### src/rtl/core/csq_pkg.sv
// Shared types, sizes and codes of the semaphore wait-queue core.
// No dependencies; the other files of the core, apart from assert_macros.svh, refer to it by scoped names.
`default_nettype none

package csq_pkg;

    // Sizes of the queue and the counter.
    localparam int MAX_WAITERS = 16;
    localparam int COUNT_WIDTH = 16;
    localparam int PTR_W       = (MAX_WAITERS > 1) ? $clog2(MAX_WAITERS) : 1;
    localparam int OCC_W       = $clog2(MAX_WAITERS + 1);
    localparam int TAIL_W      = OCC_W + 1;

    // Fixed field widths on the ports.
    localparam int ID_W      = 4;
    localparam int STATUS_W  = 2;
    localparam int WCOUNT_W  = 5;
    localparam int CFG_W     = 16;
    localparam int S_TDATA_W = 8;
    localparam int M_TDATA_W = 16;

    localparam logic [COUNT_WIDTH-1:0] COUNT_MAX = '1;

    // Operation selector.
    localparam logic OP_ACQUIRE = 1'b0;
    localparam logic OP_RELEASE = 1'b1;

    // Result status codes.
    localparam logic [STATUS_W-1:0] STATUS_GRANTED  = 2'd0;
    localparam logic [STATUS_W-1:0] STATUS_QUEUED   = 2'd1;
    localparam logic [STATUS_W-1:0] STATUS_REJECTED = 2'd2;
    localparam logic [STATUS_W-1:0] STATUS_RELEASE  = 2'd3;

    // Controller states.
    typedef enum logic {
        CSQ_IDLE,
        CSQ_WAKE
    } csq_state_t;

    // One result item.
    typedef struct packed {
        logic [STATUS_W-1:0] status;
        logic                woken_valid;
        logic [ID_W-1:0]     woken_id;
        logic                woken_ticket;
        logic                count_saturated;
        logic [WCOUNT_W-1:0] waiter_count;
    } csq_result_t;

    // Access to the waiter ring memory.
    typedef struct packed {
        logic             we;
        logic [PTR_W-1:0] waddr;
        logic [ID_W-1:0]  wdata;
        logic             re;
        logic [PTR_W-1:0] raddr;
    } csq_mem_req_t;

endpackage

`default_nettype wire

### src/rtl/core/counting_semaphore_wait_queue_core.sv
// Top level of the counting semaphore with a waiter queue.
// Depends on csq_pkg, csq_sem_ctrl and csq_ring_mem.
//
// Channel   Direction  tdata bits (low first)                       tuser
// s_        in         requester_id[3:0] lifo[4] handoff[5] pad       operation
// m_        out        woken_valid[0] woken_id[4:1] woken_ticket[5]   status[1:0]
//                      count_saturated[6] waiter_count[11:7] pad
// cfg_      in         cfg_wdata = initial_count, written when cfg_we is high
//
// Acquires and releases that wake nobody pass straight to the output register; a release that
// wakes a waiter waits in the wake state for the registered read of the waiter ring memory.
// A new item is taken while no wake is in progress and the output register is empty or being drained.
// Reset is synchronous: count 1, empty queue; the ring memory is not cleared.
// A stalled result holds in the output register and blocks further input.
`default_nettype none

module counting_semaphore_wait_queue_core (
    input  wire logic                          aclk,
    input  wire logic                          aresetn,
    // Configuration.
    input  wire logic                          cfg_we,
    input  wire logic [csq_pkg::CFG_W-1:0]     cfg_wdata,
    // Input stream.
    input  wire logic                          s_tvalid,
    output logic                               s_tready,
    input  wire logic [csq_pkg::S_TDATA_W-1:0] s_tdata,  // requester_id, lifo, handoff
    input  wire logic                          s_tuser,  // operation
    // Result stream.
    output logic                               m_tvalid,
    input  wire logic                          m_tready,
    // woken_valid, woken_id, woken_ticket, count_saturated, waiter_count
    output logic [csq_pkg::M_TDATA_W-1:0]      m_tdata,
    output logic [csq_pkg::STATUS_W-1:0]       m_tuser   // status
);

    csq_pkg::csq_mem_req_t    mem_req;
    csq_pkg::csq_result_t     res;
    logic                     res_valid;
    logic [csq_pkg::ID_W-1:0] rd_data;
    logic                     out_free;
    logic                     m_tvalid_reg;
    csq_pkg::csq_result_t     m_res_reg;

    assign out_free = !m_tvalid_reg || m_tready;

    csq_sem_ctrl u_ctrl (
        .aclk            (aclk),
        .aresetn         (aresetn),
        .cfg_we          (cfg_we),
        .cfg_wdata       (cfg_wdata),
        .in_valid        (s_tvalid),
        .in_operation    (s_tuser),
        .in_requester_id (s_tdata[csq_pkg::ID_W-1:0]),
        .in_lifo         (s_tdata[csq_pkg::ID_W]),
        .in_handoff      (s_tdata[csq_pkg::ID_W+1]),
        .out_free        (out_free),
        .rd_data         (rd_data),
        .in_ready        (s_tready),
        .res_valid       (res_valid),
        .res             (res),
        .mem_req         (mem_req)
    );

    csq_ring_mem u_ring (
        .aclk    (aclk),
        .mem_req (mem_req),
        .rd_data (rd_data)
    );

    // Output register valid flag.
    always_ff @(posedge aclk) begin
        if (!aresetn) begin
            m_tvalid_reg <= 1'b0;
        end else if (res_valid) begin
            m_tvalid_reg <= 1'b1;
        end else if (m_tready) begin
            m_tvalid_reg <= 1'b0;
        end
    end

    // Output register payload.
    always_ff @(posedge aclk) begin
        if (res_valid) begin
            m_res_reg <= res;
        end
    end

    // Pack the result onto the stream.
    assign m_tvalid = m_tvalid_reg;
    assign m_tuser  = m_res_reg.status;
    assign m_tdata  = {4'b0000, m_res_reg.waiter_count, m_res_reg.count_saturated,
                       m_res_reg.woken_ticket, m_res_reg.woken_id, m_res_reg.woken_valid};

endmodule

`default_nettype wire

### src/rtl/core/csq_ring_mem.sv
// Waiter ring storage: one write port and one registered read port.
// Depends on csq_pkg for the depth and the request type.
`default_nettype none

module csq_ring_mem (
    input  wire logic                  aclk,
    input  wire csq_pkg::csq_mem_req_t mem_req,
    output logic [csq_pkg::ID_W-1:0]   rd_data
);

    logic [csq_pkg::ID_W-1:0] mem [csq_pkg::MAX_WAITERS];
    logic [csq_pkg::ID_W-1:0] rd_data_reg;

    // Write port.
    always_ff @(posedge aclk) begin
        if (mem_req.we) begin
            mem[mem_req.waddr] <= mem_req.wdata;
        end
    end

    // Registered read port.
    always_ff @(posedge aclk) begin
        if (mem_req.re) begin
            rd_data_reg <= mem[mem_req.raddr];
        end
    end

    assign rd_data = rd_data_reg;

endmodule

`default_nettype wire

### src/rtl/core/csq_sem_ctrl.sv
// Semaphore controller: count, ring pointers, occupancy and the wake sequencer.
// Depends on csq_pkg; drives the waiter ring memory through csq_mem_req_t.
`default_nettype none

module csq_sem_ctrl (
    input  wire logic                     aclk,
    input  wire logic                     aresetn,
    input  wire logic                     cfg_we,
    input  wire logic [csq_pkg::CFG_W-1:0] cfg_wdata,
    input  wire logic                     in_valid,
    input  wire logic                     in_operation,
    input  wire logic [csq_pkg::ID_W-1:0] in_requester_id,
    input  wire logic                     in_lifo,
    input  wire logic                     in_handoff,
    input  wire logic                     out_free,
    input  wire logic [csq_pkg::ID_W-1:0] rd_data,
    output logic                          in_ready,
    output logic                          res_valid,
    output csq_pkg::csq_result_t          res,
    output csq_pkg::csq_mem_req_t         mem_req
);

    csq_pkg::csq_state_t state_reg, state_next;

    logic [csq_pkg::COUNT_WIDTH-1:0] sem_count_reg, sem_count_next;
    logic [csq_pkg::PTR_W-1:0]       ring_head_reg, ring_head_next;
    logic [csq_pkg::OCC_W-1:0]       ring_occ_reg, ring_occ_next;
    csq_pkg::csq_result_t            pending_reg;

    logic                            accept;
    logic                            needs_read;
    csq_pkg::csq_result_t            res_now;
    logic [csq_pkg::PTR_W-1:0]       head_dec;
    logic [csq_pkg::PTR_W-1:0]       head_inc;
    logic [csq_pkg::TAIL_W-1:0]      tail_sum;
    logic [csq_pkg::PTR_W-1:0]       tail_pos;
    logic [csq_pkg::COUNT_WIDTH-1:0] count_up;
    logic                            at_max;

    assign accept = in_valid && in_ready;

    // Ring positions around the head, wrapped at the queue depth, and the saturating count increment.
    always_comb begin
        head_dec = (ring_head_reg == '0) ? csq_pkg::PTR_W'(csq_pkg::MAX_WAITERS - 1)
                                         : ring_head_reg - csq_pkg::PTR_W'(1);
        head_inc = (ring_head_reg == csq_pkg::PTR_W'(csq_pkg::MAX_WAITERS - 1)) ? '0
                                         : ring_head_reg + csq_pkg::PTR_W'(1);
        tail_sum = csq_pkg::TAIL_W'(ring_head_reg) + csq_pkg::TAIL_W'(ring_occ_reg);
        if (tail_sum >= csq_pkg::TAIL_W'(csq_pkg::MAX_WAITERS)) begin
            tail_pos = csq_pkg::PTR_W'(tail_sum - csq_pkg::TAIL_W'(csq_pkg::MAX_WAITERS));
        end else begin
            tail_pos = csq_pkg::PTR_W'(tail_sum);
        end
        at_max   = (sem_count_reg == csq_pkg::COUNT_MAX);
        count_up = at_max ? csq_pkg::COUNT_MAX
                          : sem_count_reg + csq_pkg::COUNT_WIDTH'(1);
    end

    // Item decode: next state of the count and the ring, and the result.
    always_comb begin
        sem_count_next = sem_count_reg;
        ring_head_next = ring_head_reg;
        ring_occ_next  = ring_occ_reg;
        needs_read     = 1'b0;
        mem_req        = '0;
        res_now        = '0;

        if (accept) begin
            if (in_operation == csq_pkg::OP_ACQUIRE) begin
                if (sem_count_reg != '0) begin
                    sem_count_next = sem_count_reg - csq_pkg::COUNT_WIDTH'(1);
                    res_now.status = csq_pkg::STATUS_GRANTED;
                end else if (ring_occ_reg >= csq_pkg::OCC_W'(csq_pkg::MAX_WAITERS)) begin
                    res_now.status = csq_pkg::STATUS_REJECTED;
                end else begin
                    mem_req.we    = 1'b1;
                    mem_req.wdata = in_requester_id;
                    if (in_lifo) begin
                        mem_req.waddr  = head_dec;
                        ring_head_next = head_dec;
                    end else begin
                        mem_req.waddr = tail_pos;
                    end
                    ring_occ_next  = ring_occ_reg + csq_pkg::OCC_W'(1);
                    res_now.status = csq_pkg::STATUS_QUEUED;
                end
            end else begin
                res_now.status          = csq_pkg::STATUS_RELEASE;
                res_now.count_saturated = at_max;
                sem_count_next          = count_up;
                if (ring_occ_reg != '0) begin
                    needs_read          = 1'b1;
                    mem_req.re          = 1'b1;
                    mem_req.raddr       = ring_head_reg;
                    ring_head_next      = head_inc;
                    ring_occ_next       = ring_occ_reg - csq_pkg::OCC_W'(1);
                    res_now.woken_valid = 1'b1;
                    if (in_handoff && (count_up != '0)) begin
                        sem_count_next       = count_up - csq_pkg::COUNT_WIDTH'(1);
                        res_now.woken_ticket = 1'b1;
                    end
                end
            end
            res_now.waiter_count = csq_pkg::WCOUNT_W'(ring_occ_next);
        end

        // A configuration write loads the count directly.
        if (cfg_we) begin
            sem_count_next = csq_pkg::COUNT_WIDTH'(cfg_wdata);
        end
    end

    // Next state of the wake sequencer.
    always_comb begin
        state_next = state_reg;
        unique case (state_reg)
            csq_pkg::CSQ_IDLE: begin
                if (accept && needs_read) begin
                    state_next = csq_pkg::CSQ_WAKE;
                end
            end
            csq_pkg::CSQ_WAKE: begin
                state_next = csq_pkg::CSQ_IDLE;
            end
            default: begin
                state_next = csq_pkg::CSQ_IDLE;
            end
        endcase
    end

    // Sequencer outputs: ready and the result toward the output register.
    always_comb begin
        in_ready  = 1'b0;
        res_valid = 1'b0;
        res       = res_now;
        unique case (state_reg)
            csq_pkg::CSQ_IDLE: begin
                in_ready  = out_free;
                res_valid = accept && !needs_read;
            end
            csq_pkg::CSQ_WAKE: begin
                res_valid    = 1'b1;
                res          = pending_reg;
                res.woken_id = rd_data;
            end
            default: begin
                in_ready  = 1'b0;
                res_valid = 1'b0;
            end
        endcase
    end

    // Control registers.
    always_ff @(posedge aclk) begin
        if (!aresetn) begin
            state_reg     <= csq_pkg::CSQ_IDLE;
            sem_count_reg <= csq_pkg::COUNT_WIDTH'(1);
            ring_head_reg <= '0;
            ring_occ_reg  <= '0;
        end else begin
            state_reg     <= state_next;
            sem_count_reg <= sem_count_next;
            ring_head_reg <= ring_head_next;
            ring_occ_reg  <= ring_occ_next;
        end
    end

    // The release result waits here while the ring entry is read.
    always_ff @(posedge aclk) begin
        if (accept && needs_read) begin
            pending_reg <= res_now;
        end
    end

endmodule

`default_nettype wire

### config.mk
export PLATFORM = sky130hd
export DESIGN_NAME = counting_semaphore_wait_queue_core
export DESIGN_NICKNAME = d
export VERILOG_FILES = /design/src/rtl/core/csq_pkg.sv /design/src/rtl/core/counting_semaphore_wait_queue_core.sv /design/src/rtl/core/csq_ring_mem.sv /design/src/rtl/core/csq_sem_ctrl.sv
export SDC_FILE = /design/constraint.sdc
export NUM_CORES = 1
export LEC_CHECK = 0
export ABC_AREA = 1
export BUFFER_PORTS_ARGS = -buffer_cell sky130_fd_sc_hd__buf_2
export CORE_ASPECT_RATIO = 0.6
export CORE_UTILIZATION = 25
export DETAILED_ROUTE_END_ITERATION = 8
export SLEW_MARGIN = 10
export SYNTH_ARGS = -nofsm -noshare
export SYNTH_HDL_FRONTEND = slang
export SYNTH_SLANG_ARGS = --single-unit
### constraint.sdc
create_clock -name aclk -period 4.3 [get_ports aclk]
set_input_delay 0.86 -clock aclk [delete_from_list [all_inputs] [get_ports aclk]]
set_output_delay 0.86 -clock aclk [all_outputs]
set_load 0.05 [all_outputs]
# == Yosys cells after proc, flatten, opt, wreduce, memory -nomap -nowiden ==
# Memory sizes are Yosys's and may differ from the RTL's. A register that Yosys moved wholly into a read port is not among the register bits.
# Index checks and enable logic that the tools add are counted.
# classes
n_addsub,9
n_mul,0
n_div,0
n_lt_le_gt_ge,2
n_eq_ne,5
n_shift,0
n_mux,46
bitwise_logic,1
reduce_logical,17
# ops
cell,count
16-bit two-way mux,7
4-bit two-way mux,9
16-bit nonzero test,2
"16-bit by 1-bit subtractor with 16-bit output, second input constant",2
5-bit two-way mux,6
14-bit two-way mux,2
9-bit two-way mux,3
"16-bit by 1-bit adder with 16-bit output, second input constant",1
"16-bit == test, second input constant",1
1-bit two-way mux,11
2-bit two-way mux,4
"4-bit by 1-bit subtractor with 4-bit output, second input constant",2
7-bit two-way mux,1
4-bit by 5-bit adder with 6-bit output,1
"6-bit by 5-bit >= comparator with 1-bit output, second input constant",1
2-bit nonzero test,3
"5-bit by 1-bit adder with 5-bit output, second input constant",1
"5-bit >= comparator, second input constant",1
5-bit AND reduction,1
5-bit nonzero test,1
"5-bit by 1-bit subtractor with 5-bit output, second input constant",1
"4-bit by 1-bit adder with 4-bit output, second input constant",1
"4-bit == test, second input constant",1
1-bit logical AND,4
other kinds (10),13
# totals
register_bits,51
latch_bits,0
mem_bits_rw,64
rom_bits,0
in_bits,30
out_inout_bits,20
wordCells,97
memories,1
# memory_table
memory,depth,width,rd,rd_ports_with_merged_regs,write_ports,line_no,source
u_ring.mem,16,4,1,1,1,csq_ring_mem.sv:11,logic [csq_pkg::ID_W-1:0] mem [csq_pkg::MAX_WAITERS];

# == Depth between registers and ports, before layout ==
# logic_depth
depth_word,10
mapped_depth,20

# == By module ==
# A second synthesis with hierarchy kept.
# hier_totals
cells_unflattened,980
hier_area_um2,7387.1
# modules_own_cells
mod,n_inst,cells_each,area_each_um2,seq_area_each_um2
csq_sem_ctrl,1,665,3880.0,820.8
csq_ring_mem,1,290,3006.6,2042.0
counting_semaphore_wait_queue_core,1,25,500.5,440.4

# == Worst setup path before layout ==
# OpenSTA, ideal clock, no wires.
# synth_timing
path_type,input -> register
startpoint,input port m_tready
endpoint,"register u_ring.rd_data_reg, in the netlist u_ring.rd_data[0], read port of u_ring.mem, data pin"
t_arrival_ns,3.101
setup_slack_ns,0.924
stages,13
cell_sequence,inv_1 -> a21oi_2 -> nand2_2 -> nor2_4 -> inv_2 -> nor2_2 -> buf_4 -> buf_4 -> nand2_1 -> o211ai_1 -> o21ai_0 -> o21ai_0 -> o22ai_1
# synth_lines
element,line_no,source
from (decl),counting_semaphore_wait_queue_core.sv:30,"input wire logic m_tready,"
to (decl),csq_ring_mem.sv:12,logic [csq_pkg::ID_W-1:0] rd_data_reg;

# == Worst setup path after layout ==
# layout_timing
startpoint,register u_ctrl.sem_count_reg[0] (netlist bit)
endpoint,register u_ctrl.sem_count_reg[10] (netlist bit)
# layout_between
elab_chain_cells,9
word_cells_on_any_way,16
# layout_lines
element,line_no,source
from (decl),csq_sem_ctrl.sv:25,"logic [csq_pkg::COUNT_WIDTH-1:0] sem_count_reg, sem_count_next;"
from (signal assigned),csq_sem_ctrl.sv:157,sem_count_reg <= csq_pkg::COUNT_WIDTH'(1);
from (signal assigned),csq_sem_ctrl.sv:162,sem_count_reg <= sem_count_next;
"parallel branches: the longest is 9 deep, another holds 16-bit by 1-bit adder with 16-bit output",-,
# Several ways; the timed one is not identified. The select of a mux whose other input is x is not followed.
# A chain may end at the register's enable or synchronous reset.

==> flow_summary.ini <==
[route]
remaining_drc_errors = 0
route.detailed.vias_per_inst = 4.75
wirelength_um = 20100
first_iter_violations = 798
ant_nets = 0
drt_first_pass_iters = 5
vias = 5998
wire_per_inst_um = 15.9

[yosys]
number_of_warnings_printed_during_yosys_synthesis = 0
synth_top_area_share_pct = 39.4
count_of_cell_types_in_the_netlist = 50
ys_seq_elements = 119
post_synth.cell_area_avg_um2 = 8.32
asyncSetResetFlopFracSynth_pct = 0
synth.largest_area_cell = sky130_fd_sc_hd__edfxtp_1
post_synth_instance_area_mm2 = 0.00701
post_synth_inst_count = 842
ys_dominant_reg_cell = sky130_fd_sc_hd__edfxtp_1
synth.area.top_cells = sky130_fd_sc_hd__edfxtp_1, sky130_fd_sc_hd__nand2_1, sky130_fd_sc_hd__dfxtp_1
synth-edff-count = 92
yosys-top-cells-count = sky130_fd_sc_hd__nand2_1, sky130_fd_sc_hd__nor2_1, sky130_fd_sc_hd__inv_1
seq_area_frac_synth_pct = 47.1
yosys.cell_count.top_type = sky130_fd_sc_hd__nand2_1

[global_route]
grt_max_degree = 33
track_usage_pct = 14.2
grt_overflow = 0
met2_usage_pct = 16.7
met1_usage_pct = 24.4
grt_first_pass_wirelength_um = 31100
groute.layer.met3.usage_pct = 4.12
grt_pass1_vias = 5209
grt_busiest_layer = met1
antenna_violations_before_repair = 3

[placed_design]
postPlaceCellArea_mm2 = 0.00759
place_hpwl_um = 14900
buffer_ports.inserted = 43
routabilityCongestion = 0.967

[clock_tree]
postCtsSetupRepairBufs = 0
cts_inserted_buffers = 17
count_of_h_tree_levels_built_during_cts = 4
cts.sink_count = 119
postCtsHoldBufs = 0
tritoncts = done
cts-root-buf = sky130_fd_sc_hd__clkbuf_16
cts-root-to-sink-buffers = 2
clock_insertion_delay_worst_skew_ns = 0.42
cts.clk_slew.worst_paths_ns = 0.07
post_cts_resized = 0

[power_and_ir_drop]
power_report.internal_total_mw = 2.24
leakage_nw = 3.22
switching_power_mw = 1.02
p_sw_share_pct = 31.2
comb_power_share_pct = 16.5
peakVddDrop_uv = 286
pwr-share-seq_pct = 41.2
cellPowerDensity_mw_per_mm2 = 399
design_power_total_mw = 3.26
power.share.clock_pct = 42.3

[sta]
finalSetupViolations = 0
period_needed_ns = 3.48
hold-worst-slack_ns = 0.503
worst-slew-pin-transition_ns = 0.743
final.period_utilization_pct = 80.9
maxSlewViolCount = 0
slew-limit-headroom_pct = 50.4
fin_setup_tns_ns = 0
finalHoldViolCount = 0
setup_repair_after_global_routing_missed_its_margin = false
maxClockFrequency_ghz = 0.288
skew_ns = 0.0107

[hold_path]
hold_path.startpoint = u_ring.rd_data[0]$_DFFE_PP_
worst_hold_check_path_type = reg -> reg

[final_layout]
fin_util_pct = 29.6
nNetsFinal = 924
largest_register_ff_count = 64
area.growth.synth_to_final_pct = 16.6
postLayoutCellArea_mm2 = 0.00817
final_layout_size_suffix_gt1_share_pct = 14.5

[floorplanning]
start_util_pct = 25.4
placeableCoreArea_mm2 = 0.0276
die_h_um = 132
floorplan_die_area_mm2 = 0.0287
die-width_um = 218
core.rowCount = 47
design.portCount = 50

[worst_setup_path]
worst_setup_startpoint = u_ctrl.sem_count_reg[0]$_SDFFE_PN1P_
worstSetupStartpointType = flop
cp.arrival_ns = 3.83
regToRegStartpoint = u_ctrl.sem_count_reg[0]$_SDFFE_PN1P_
critPathMaxFanout = 14
critPathCaptureType = flop
critical_path_class = reg -> reg
required_ns = 4.65

[job]
max-cap-violations = 0

[run_status]
status = finished clean
[metrics by stage]
| step | std cells | worst slack (ns) |
|---|---|---|
| 6_report | 1263 | 0.823 |
| 5_1_grt | 1261 | 0.574 |
| 4_1_cts | 1261 | 0.962 |
| 3_5_place_dp | 1229 | 0.809 |
| 3_3_place_gp | 1229 | 0.848 |
| 2_1_floorplan | 845 | 0.924 |
[worst max-delay path: stages, from the launching register on]
cell	delay, ns
sky130_fd_sc_hd__dfxtp_1	0.51
sky130_fd_sc_hd__ha_1	0.25
sky130_fd_sc_hd__inv_1	0.08
sky130_fd_sc_hd__nor2_2	0.29
sky130_fd_sc_hd__nand2_2	0.16
sky130_fd_sc_hd__nor2_4	0.25
sky130_fd_sc_hd__nor2_1	0.10
sky130_fd_sc_hd__ha_1	0.24
sky130_fd_sc_hd__nand3_1	0.09
sky130_fd_sc_hd__nand3b_2	0.14
sky130_fd_sc_hd__inv_1	0.05
sky130_fd_sc_hd__nand2_1	0.19
sky130_fd_sc_hd__nor2_2	0.09
sky130_fd_sc_hd__nand3_4	0.20
sky130_fd_sc_hd__nand2_4	0.15
sky130_fd_sc_hd__nor2_1	0.20
sky130_fd_sc_hd__xor2_1	0.18
sky130_fd_sc_hd__nand2_1	0.08
sky130_fd_sc_hd__a21oi_1	0.14
[cells in the final DEF (no fill, tap or decap), drive strengths merged, types with 3 or more instances in the layout]
cell and count:
a211oi 5, a21oi 38, a31oi 3, buf 55, clkbuf 17, clkinv 10, conb 4, dfxtp 27
edfxtp 92, ha 12, inv 104, mux2i 12, nand2 172, nand3 66, nand4 11, nor2 127
nor3 13, nor4 4, o211ai 17, o21ai 50, o221ai 9, o22ai 4, o311ai 4, or2 4
xnor2 6, xor2 13
[cells by family after synthesis]
family,synth area share [%]
and+or+nand+nor,25.7
AOI/OAI and AO/OA,12.1
buffers and inverters,8.44
xor gates and xnor gates,2.37
muxes,1.71
DFF,47.1
adders and majority gates,2.43
other,0.0535
[worst paths after layout]
path	cells past startpoint	end	slack (ns)
hold / removal	2	m_tdata[1]$_SDFFCE_PN0P_	0.50
setup / recovery	18	u_ctrl.sem_count_reg[10]$_SDFFE_PN0P_	0.82
setup reg to reg	18	u_ctrl.sem_count_reg[10]$_SDFFE_PN0P_	0.82
hold reg to reg	2	m_tdata[1]$_SDFFCE_PN0P_	0.50
[power by group through the flow]
stage               clock, mW  combinational, mW  sequential, mW
finish                   1.38              0.539            1.34
CTS                      1.40              0.531            1.34
floorplan                   0              0.351            1.41
detailed placement          0              0.528            1.36
global placement            0              0.523            1.36
global route             1.44              0.597            1.35
[routing by layer]
layer	part of all wire [%]	routed length [um]	vias to the layer above
li1	-	-	2925
met1	53	10700	2772
met2	36	7160	289
met3	11	2170	10
met4	0.31	63	2
met5	0.060	12	-
[cell type report]
| type | instances | area, um^2 |
|---|---|---|
| Clock buffer | 17 | 425 |
| Inverter | 102 | 383 |
| Antenna cell | 2 | 5.00 |
| Fill cell | 2892 | 19400 |
| Tap cell | 367 | 459 |
| Clock inverter | 15 | 146 |
| Timing Repair Buffer | 55 | 318 |
| Sequential cell | 119 | 3300 |
| Multi-Input combinational cell | 586 | 3130 |
Power figures use the tool's default switching activity.
